==> src/rtl/particle_energy_power_reducer_unit_defines.svh <==
// Assertion macros for the particle energy and power reducer.
`ifndef PARTICLE_ENERGY_POWER_REDUCER_UNIT_DEFINES_SVH
`define PARTICLE_ENERGY_POWER_REDUCER_UNIT_DEFINES_SVH

// Same-cycle implication, checked outside reset.
`define PEPR_ASSERT_SAME(label, ante, cons, msg) \
    label: assert property (@(posedge i_clk) disable iff (!i_rst_n) (ante) |-> (cons)) \
        else $error(msg);

// Next-cycle implication, checked outside reset.
`define PEPR_ASSERT_NEXT(label, ante, cons, msg) \
    label: assert property (@(posedge i_clk) disable iff (!i_rst_n) (ante) |=> (cons)) \
        else $error(msg);

`endif

==> src/rtl/pepr_pkg.sv <==
// Types and constants shared by the particle energy and power reducer.
`timescale 1ns / 1ps
`default_nettype none

package pepr_pkg;

    localparam int TYPE_W     = 8;
    localparam int DENS_W     = 24;
    localparam int VOL_W      = 32;
    localparam int COMP_W     = 32;
    localparam int OP_W       = COMP_W + 1;
    localparam int MASS_W     = DENS_W + VOL_W;
    localparam int PROD_W     = 64;
    localparam int DOT_W      = PROD_W + 1;
    localparam int MAG_W      = 64;
    localparam int WIDE_W     = MASS_W + MAG_W;
    localparam int SUM_W      = 64;
    localparam int KE_W       = 63;
    localparam int CNT_W      = 32;
    localparam int CFG_IDX_W  = 2;
    localparam int CFG_DATA_W = 32;
    localparam int NUM_COMP   = 3;
    localparam int NUM_VEC    = 3;
    localparam int NUM_LANES  = 3;

    // Vector order in an item; lane n multiplies vector n by the velocity.
    localparam int VEC_VEL     = 0;
    localparam int LANE_ENERGY = 0;

    // Fraction bits dropped from the wide product of each lane.
    localparam int KE_SHIFT = 41;
    localparam int PW_SHIFT = 40;

    localparam int IN_DATA_W  = ((DENS_W + NUM_VEC * NUM_COMP * COMP_W + 7) / 8) * 8;
    localparam int RES_W      = KE_W + 2 * SUM_W + CNT_W;
    localparam int OUT_DATA_W = ((RES_W + 7) / 8) * 8;

    localparam logic [CFG_IDX_W-1:0] CFG_FLUID_TYPE = 2'd0;
    localparam logic [CFG_IDX_W-1:0] CFG_VOLUME     = 2'd1;

    localparam logic [SUM_W-1:0] SUM_MAX = {1'b0, {(SUM_W-1){1'b1}}};
    localparam logic [SUM_W-1:0] SUM_MIN = {1'b1, {(SUM_W-1){1'b0}}};
    localparam logic [CNT_W-1:0] CNT_MAX = {CNT_W{1'b1}};

    typedef enum logic [3:0] {
        ST_IDLE,
        ST_PROD0,
        ST_PROD1,
        ST_PROD2,
        ST_DOT_LAST,
        ST_ABS,
        ST_WIDE0,
        ST_WIDE1,
        ST_WIDE2,
        ST_WIDE3,
        ST_WIDE4,
        ST_TERM,
        ST_ACC,
        ST_FIN
    } t_state;

    typedef enum logic [2:0] {
        MUL_X,
        MUL_Y,
        MUL_Z,
        MUL_LL,
        MUL_LH,
        MUL_HL,
        MUL_HH
    } t_mul_sel;

    typedef enum logic [1:0] {
        DOT_HOLD,
        DOT_LOAD,
        DOT_ADD
    } t_dot_op;

    typedef enum logic [1:0] {
        WIDE_HOLD,
        WIDE_LOAD0,
        WIDE_ADD32,
        WIDE_ADD64
    } t_wide_op;

    typedef struct packed {
        logic     load;
        t_mul_sel mul_sel;
        t_dot_op  dot_op;
        logic     abs_en;
        t_wide_op wide_op;
        logic     term_en;
        logic     acc_en;
        logic     out_load;
        logic     sum_clr;
    } t_cmd;

    typedef struct packed {
        logic use_item;
        logic last;
    } t_status;

    typedef struct packed {
        logic [TYPE_W-1:0]                              particle_type;
        logic [DENS_W-1:0]                              density;
        logic [NUM_VEC-1:0][NUM_COMP-1:0][COMP_W-1:0]   vec;
        logic                                           last_particle;
    } t_item;

    typedef struct packed {
        logic [CNT_W-1:0] fluid_count;
        logic [SUM_W-1:0] capillary_power;
        logic [SUM_W-1:0] viscous_power;
        logic [KE_W-1:0]  kinetic_energy;
    } t_result;

endpackage

`default_nettype wire

==> src/rtl/pepr_ctrl.sv <==
// Sequencer that steps the reducer datapath through one record at a time.
`timescale 1ns / 1ps
`default_nettype none

module pepr_ctrl
    import pepr_pkg::*;
(
    input  wire     i_clk,
    input  wire     i_rst_n,
    input  wire     i_in_valid,
    output logic    o_in_ready,
    output logic    o_out_valid,
    input  wire     i_out_ready,
    input  t_status i_status,
    output t_cmd    o_cmd
);

    t_state r_state, n_state;
    logic   r_out_valid, n_out_valid;
    logic   w_out_free;

    assign w_out_free  = !r_out_valid || i_out_ready;
    assign o_out_valid = r_out_valid;

    always_ff @(posedge i_clk) begin
        if (!i_rst_n) begin
            r_state     <= ST_IDLE;
            r_out_valid <= 1'b0;
        end else begin
            r_state     <= n_state;
            r_out_valid <= n_out_valid;
        end
    end

    always_comb begin
        n_state        = r_state;
        o_cmd          = '0;
        o_cmd.mul_sel  = MUL_X;
        o_cmd.dot_op   = DOT_HOLD;
        o_cmd.wide_op  = WIDE_HOLD;
        o_in_ready     = 1'b0;
        unique case (r_state)
            ST_IDLE: begin
                o_in_ready = 1'b1;
                if (i_in_valid) begin
                    o_cmd.load = 1'b1;
                    n_state    = ST_PROD0;
                end
            end
            ST_PROD0: begin
                o_cmd.mul_sel = MUL_X;
                n_state       = ST_PROD1;
            end
            ST_PROD1: begin
                // Mass is known here, so a record that does not count stops early.
                o_cmd.mul_sel = MUL_Y;
                o_cmd.dot_op  = DOT_LOAD;
                n_state       = i_status.use_item ? ST_PROD2 : ST_FIN;
            end
            ST_PROD2: begin
                o_cmd.mul_sel = MUL_Z;
                o_cmd.dot_op  = DOT_ADD;
                n_state       = ST_DOT_LAST;
            end
            ST_DOT_LAST: begin
                o_cmd.dot_op = DOT_ADD;
                n_state      = ST_ABS;
            end
            ST_ABS: begin
                o_cmd.abs_en = 1'b1;
                n_state      = ST_WIDE0;
            end
            ST_WIDE0: begin
                o_cmd.mul_sel = MUL_LL;
                n_state       = ST_WIDE1;
            end
            ST_WIDE1: begin
                o_cmd.mul_sel = MUL_LH;
                o_cmd.wide_op = WIDE_LOAD0;
                n_state       = ST_WIDE2;
            end
            ST_WIDE2: begin
                o_cmd.mul_sel = MUL_HL;
                o_cmd.wide_op = WIDE_ADD32;
                n_state       = ST_WIDE3;
            end
            ST_WIDE3: begin
                o_cmd.mul_sel = MUL_HH;
                o_cmd.wide_op = WIDE_ADD32;
                n_state       = ST_WIDE4;
            end
            ST_WIDE4: begin
                o_cmd.wide_op = WIDE_ADD64;
                n_state       = ST_TERM;
            end
            ST_TERM: begin
                o_cmd.term_en = 1'b1;
                n_state       = ST_ACC;
            end
            ST_ACC: begin
                o_cmd.acc_en = 1'b1;
                n_state      = ST_FIN;
            end
            ST_FIN: begin
                if (!i_status.last) begin
                    n_state = ST_IDLE;
                end else if (w_out_free) begin
                    o_cmd.out_load = 1'b1;
                    o_cmd.sum_clr  = 1'b1;
                    n_state        = ST_IDLE;
                end
            end
            default: begin
                n_state = ST_IDLE;
            end
        endcase
    end

    always_comb begin
        if (o_cmd.out_load) begin
            n_out_valid = 1'b1;
        end else if (i_out_ready) begin
            n_out_valid = 1'b0;
        end else begin
            n_out_valid = r_out_valid;
        end
    end

endmodule

`default_nettype wire

==> config.mk <==
export PLATFORM = sky130hd
export DESIGN_NAME = pepr_ctrl
export DESIGN_NICKNAME = d
export VERILOG_FILES = /design/src/rtl/particle_energy_power_reducer_unit_defines.svh /design/src/rtl/pepr_pkg.sv /design/src/rtl/pepr_ctrl.sv
export SDC_FILE = /design/constraint.sdc
export NUM_CORES = 1
export LEC_CHECK = 0
export BUFFER_PORTS_ARGS = -buffer_cell sky130_fd_sc_hd__buf_2
export CAP_MARGIN = 0
export CELL_PAD_IN_SITES_DETAIL_PLACEMENT = 0
export CELL_PAD_IN_SITES_GLOBAL_PLACEMENT = 1
export CORE_MARGIN = 1
export CORE_UTILIZATION = 31
export CTS_CLUSTER_SIZE = 12
export DETAILED_ROUTE_END_ITERATION = 10
export PLACE_DENSITY = 0.74
export SLEW_MARGIN = 10
export SYNTH_ARGS = -nofsm -noshare
export SYNTH_HDL_FRONTEND = slang
export SYNTH_SLANG_ARGS = --single-unit
==> constraint.sdc <==
create_clock -name i_clk -period 1.39 [get_ports i_clk]
set_input_delay 0.278 -clock i_clk [delete_from_list [all_inputs] [get_ports i_clk]]
set_output_delay 0.278 -clock i_clk [all_outputs]
set_load 0.005 [all_outputs]
# [After elaboration in Yosys (flattened, before gate mapping)]
# Index checks and enable logic that the tools add are counted.
[word_totals] reg_bits=5 word_cells=43 output_inout_bits=15
[classes] n_eq_ne=15 n_mux=19 n_reduce_logical=7
[ops] operator="$pmux 4 s14" count=1
[ops] operator="$eq 4x4->1 const B" count=6
[ops] operator="$pmux 3 s6" count=1
[ops] operator="$eq 4x3->1 const B" count=4
[ops] operator="$mux 4" count=4
[ops] operator="$eq 4x2->1 const B" count=2
[ops] operator="$mux 1" count=8
[ops] operator="$mux 2" count=3
[ops] operator="$pmux 2 s3" count=1
[ops] operator="$eq 4x1->1 const B" count=1
[ops] operator="$logic_not 4->1" count=1
[ops] operator="$pmux 2 s2" count=1
[ops] operator="$reduce_or 2->1" count=2
[ops] operator="$ne 3x3->1 const B" count=1
[ops] operator="$ne 2x2->1 const B" count=1
[ops] operator="$reduce_and 2->1" count=1
[ops] operator="$reduce_bool 2->1" count=1
[ops] operator="$logic_not 1->1" count=1
[ops] operator="$logic_or 1x1->1" count=1

# [Logic depth before layout (Yosys ltp)]
[logic_depth] depth_word=6 ltp_mapped=5 mapped_depth_nobuf=3

# [Least setup slack after synthesis]
# No wires, ideal clock.
[synth_path] path_kind="reg2out" startpoint="reg r_state[2]" endpoint="out o_cmd[0] (netlist name)" path_stages_with_launch=6 path_slack_ps=147 arrival_ps=965 path_cell_list="dfxtp_1 buf_6 and2b_1 nand4_1 nor2_1 buf_4"
[synth_lines] element="from (decl)" line="pepr_ctrl.sv:18" text="t_state r_state, n_state;"
[synth_lines] element="from (signal assigned)" line="pepr_ctrl.sv:30" text="r_state <= n_state;"
[synth_lines] element="to (decl)" line="pepr_ctrl.sv:15" text="output t_cmd o_cmd"

==> run metrics <==
commonest non-fill, non-tap cell in the layout buf_2; Final setup viols 11; mux cell area share after synthesis 3.08%; Pins Over Slew Limit 0; starting DRC count in detailed routing 5; Die Y-Extent around 42 µm; first-pass GRT wire length roughly 1900 µm; Power per Cell Area 792 nW/µm²; worst hold endpoint r_state[1]$_SDFFE_PN0P_; die span in x between 40 and 50 µm; synthesized flop and latch total 5; port bufs 20; root buf cell clkbuf_4; largest family of logic cells by synthesized area simple AND/OR/NAND/NOR gates; fraction of layout cells with a size suffix above 1 approximately 62%; WHS Path Cells 3; Slew headroom approximately four fifths; Synthesized Nets a little under 70; Core Util, Final 54.3%; Post-DRT Antenna Nets 0; Tcrit/Tclk final 106%; Rows 13; number of CTS-inserted buffers 3; gpl congestion approximately 0.73; unrepaired setup endpoints after global routing true; Clk Latency, worst-skew pair 0.24 ns; Top-Level Pins 21; Min Hold Slack between 0.2 and 0.3 ns; Max Cap Viol 0; Setup Skew 0.00606 ns; synthesized area between 400 and 500 µm²; number of antenna cells inserted 0; status finished with violations; P&R area growth vs syn 54.2%; cell count after synthesis between 60 and 70; worst r2r src r_state[2]$_SDFFE_PN0P_; Yosys warnings 0; PnR worst setup slack -0.0877 ns; hold_sp i_rst_n; CTS Sinks 5; Final Hold Vio Count 0; wire length per cell 10.7 µm; hpwl dp slightly above 800 µm; post-synthesis async set-or-reset flop share 0%; CTS clk-pin slew, worst paths ~0.050 ns; Avg Synthesized Cell Area approximately 8 µm²; Vias/cell between 5 and 6; Multi-input gate area between 300 and 400 µm²; CP Class flop to output port; Post-synth EDFFs 0; register area between 100 and 150 µm²; reg-to-reg setup timing slack about 0.14 ns; XOR/XNOR Fraction of Synth Area under 10%; # DRC 0; initial antenna violation count 0; vias in the first global route about 470; via count between 500 and 600; largest net degree at the start of global routing 15; complex-gate fraction of the synthesized area about a fifth; worst r2r dst r_state[3]$_SDFFE_PN0P_; failing checks negative setup slack; worst-case clock buffer depth 2; critical path peak fanout 6; Max Fclk about 0.68 GHz; CP Data Required Time 1.11 ns; Critical Path AT about 1.2 ns; leak pwr 0.368 nW; R2R cell count 5; Routed WL roughly 1100 µm; Worst Hold Class input port to flop; Tmin final ~1.5 ns; worst-case vdd ir drop 562 µV; Sum Neg Setup Slack -0.553 ns; fin nets 99; Post-Synth Simple-Gate Area slightly below 40%; FILL cells 154; Worst-Margin Slew 0.277 ns; Core ar. 1380 µm²; count of cell types in the netlist 33; H-tree depth 1; Initial Utilization between 30% and 40%; register area share after synthesis 20.6%; Synth Area in Adders 0%; Top FF cell, synth dfxtp_1; GRT Total Usage ~14%; CTS tree yes; CP endpoint kind output port; Worst Setup Start Kind flop; Die Footprint 1730 µm²; commonest non-fill, non-tap cells in the layout buf_2, buf_4, buf_6; Remaining Overflow, GRT 0; drt first pass iters 3
==> what timing repair did <==
item / 4_1_cts / 5_1_grt
gates resized for setup: 18 / 5
setup buffers: 3 / 2
pin swaps: 7 / 1
endpoints found under the setup margin: 14 / 13
gates cloned: 1 / 0
hold buffers: 0 / 0
==> cell usage after synthesis, types with 2 or more instances <==
| cell type | instances | area share (%) |
|---|---|---|
| nand2b_1 | 4 | 5.1 |
| buf_2 | 3 | 3.1 |
| a21oi_1 | 5 | 5.1 |
| nand3_1 | 2 | 2.1 |
| nor3b_1 | 2 | 3.1 |
| a31oi_1 | 2 | 2.6 |
| and2_1 | 2 | 2.6 |
| nand2_1 | 6 | 4.6 |
| buf_4 | 2 | 3.1 |
| buf_6 | 3 | 6.9 |
| nor2_1 | 5 | 3.9 |
| dfxtp_1 | 5 | 21 |
==> where the power goes <==
part	leakage (nW)	switching [mW]	internal (mW)
Clock	0.0177	0.0612	0.104
Sequential	0.0434	0.0231	0.157
Combinational	0.307	0.108	0.141
Total	0.368	0.192	0.402
==> metal layers <==
metal	track usage, %	part of all wire [%]
met1	17.6	46
met5	0	0
met2	22.5	46
met3	5.65	5.4
met4	2.58	1.8
==> through the flow <==
step / power (mW) / area (µm²) / setup slack (ns) / cells
2_1_floorplan: 0.307 / 487 / 0.147 / 62
3_3_place_gp: 0.369 / 602 / 0.0692 / 97
3_5_place_dp: 0.368 / 602 / 0.0583 / 97
4_1_cts: 0.587 / 718 / -0.0993 / 105
5_1_grt: 0.643 / 751 / -0.194 / 107
6_report: 0.595 / 751 / -0.0877 / 107
==> worst max path at each step <==
stage                     cells after the start         to                    start
final                                         4   o_cmd[0]  r_state[1]$_SDFFE_PN0P_
after global routing                          4   o_cmd[1]  r_state[1]$_SDFFE_PN0P_
after CTS                                     4   o_cmd[0]  r_state[1]$_SDFFE_PN0P_
after detailed placement                      4  o_cmd[11]  r_state[3]$_SDFFE_PN0P_
after global placement                        4  o_cmd[10]  r_state[0]$_SDFFE_PN0P_
after floorplan                               5   o_cmd[0]  r_state[2]$_SDFFE_PN0P_
==> state kept, by name, indices dropped and copies added (netlist names) <==
signal / flops
r_state: 4
o_out_valid: 1
==> kinds of logic after synthesis <==
| kind of cell | count (synthesis) |
|---|---|
| compound gates | 14 |
| flops | 5 |
| buf+inv | 10 |
| simple gates | 31 |
| xor+xnor | 1 |
| mux | 1 |
==> worst max-delay path: stages, from the launching register on <==
cell,delay [ns]
dfxtp_4,0.36
and2b_2,0.25
nand4_1,0.11
nor2_1,0.12
buf_2,0.12
==> cell type report <==
| cell class | instances | share of cell area, % |
|---|---|---|
| Inverter | 2 | 1.00 |
| Multi-Input combinational cell | 47 | 47.8 |
| Timing Repair Buffer | 34 | 30.0 |
| Sequential cell | 5 | 15.0 |
| Clock buffer | 3 | 3.00 |
| Clock inverter | 1 | 0.667 |
| Tap cell | 15 | 2.50 |
Note: power is estimated with default switching activity, not from simulation.
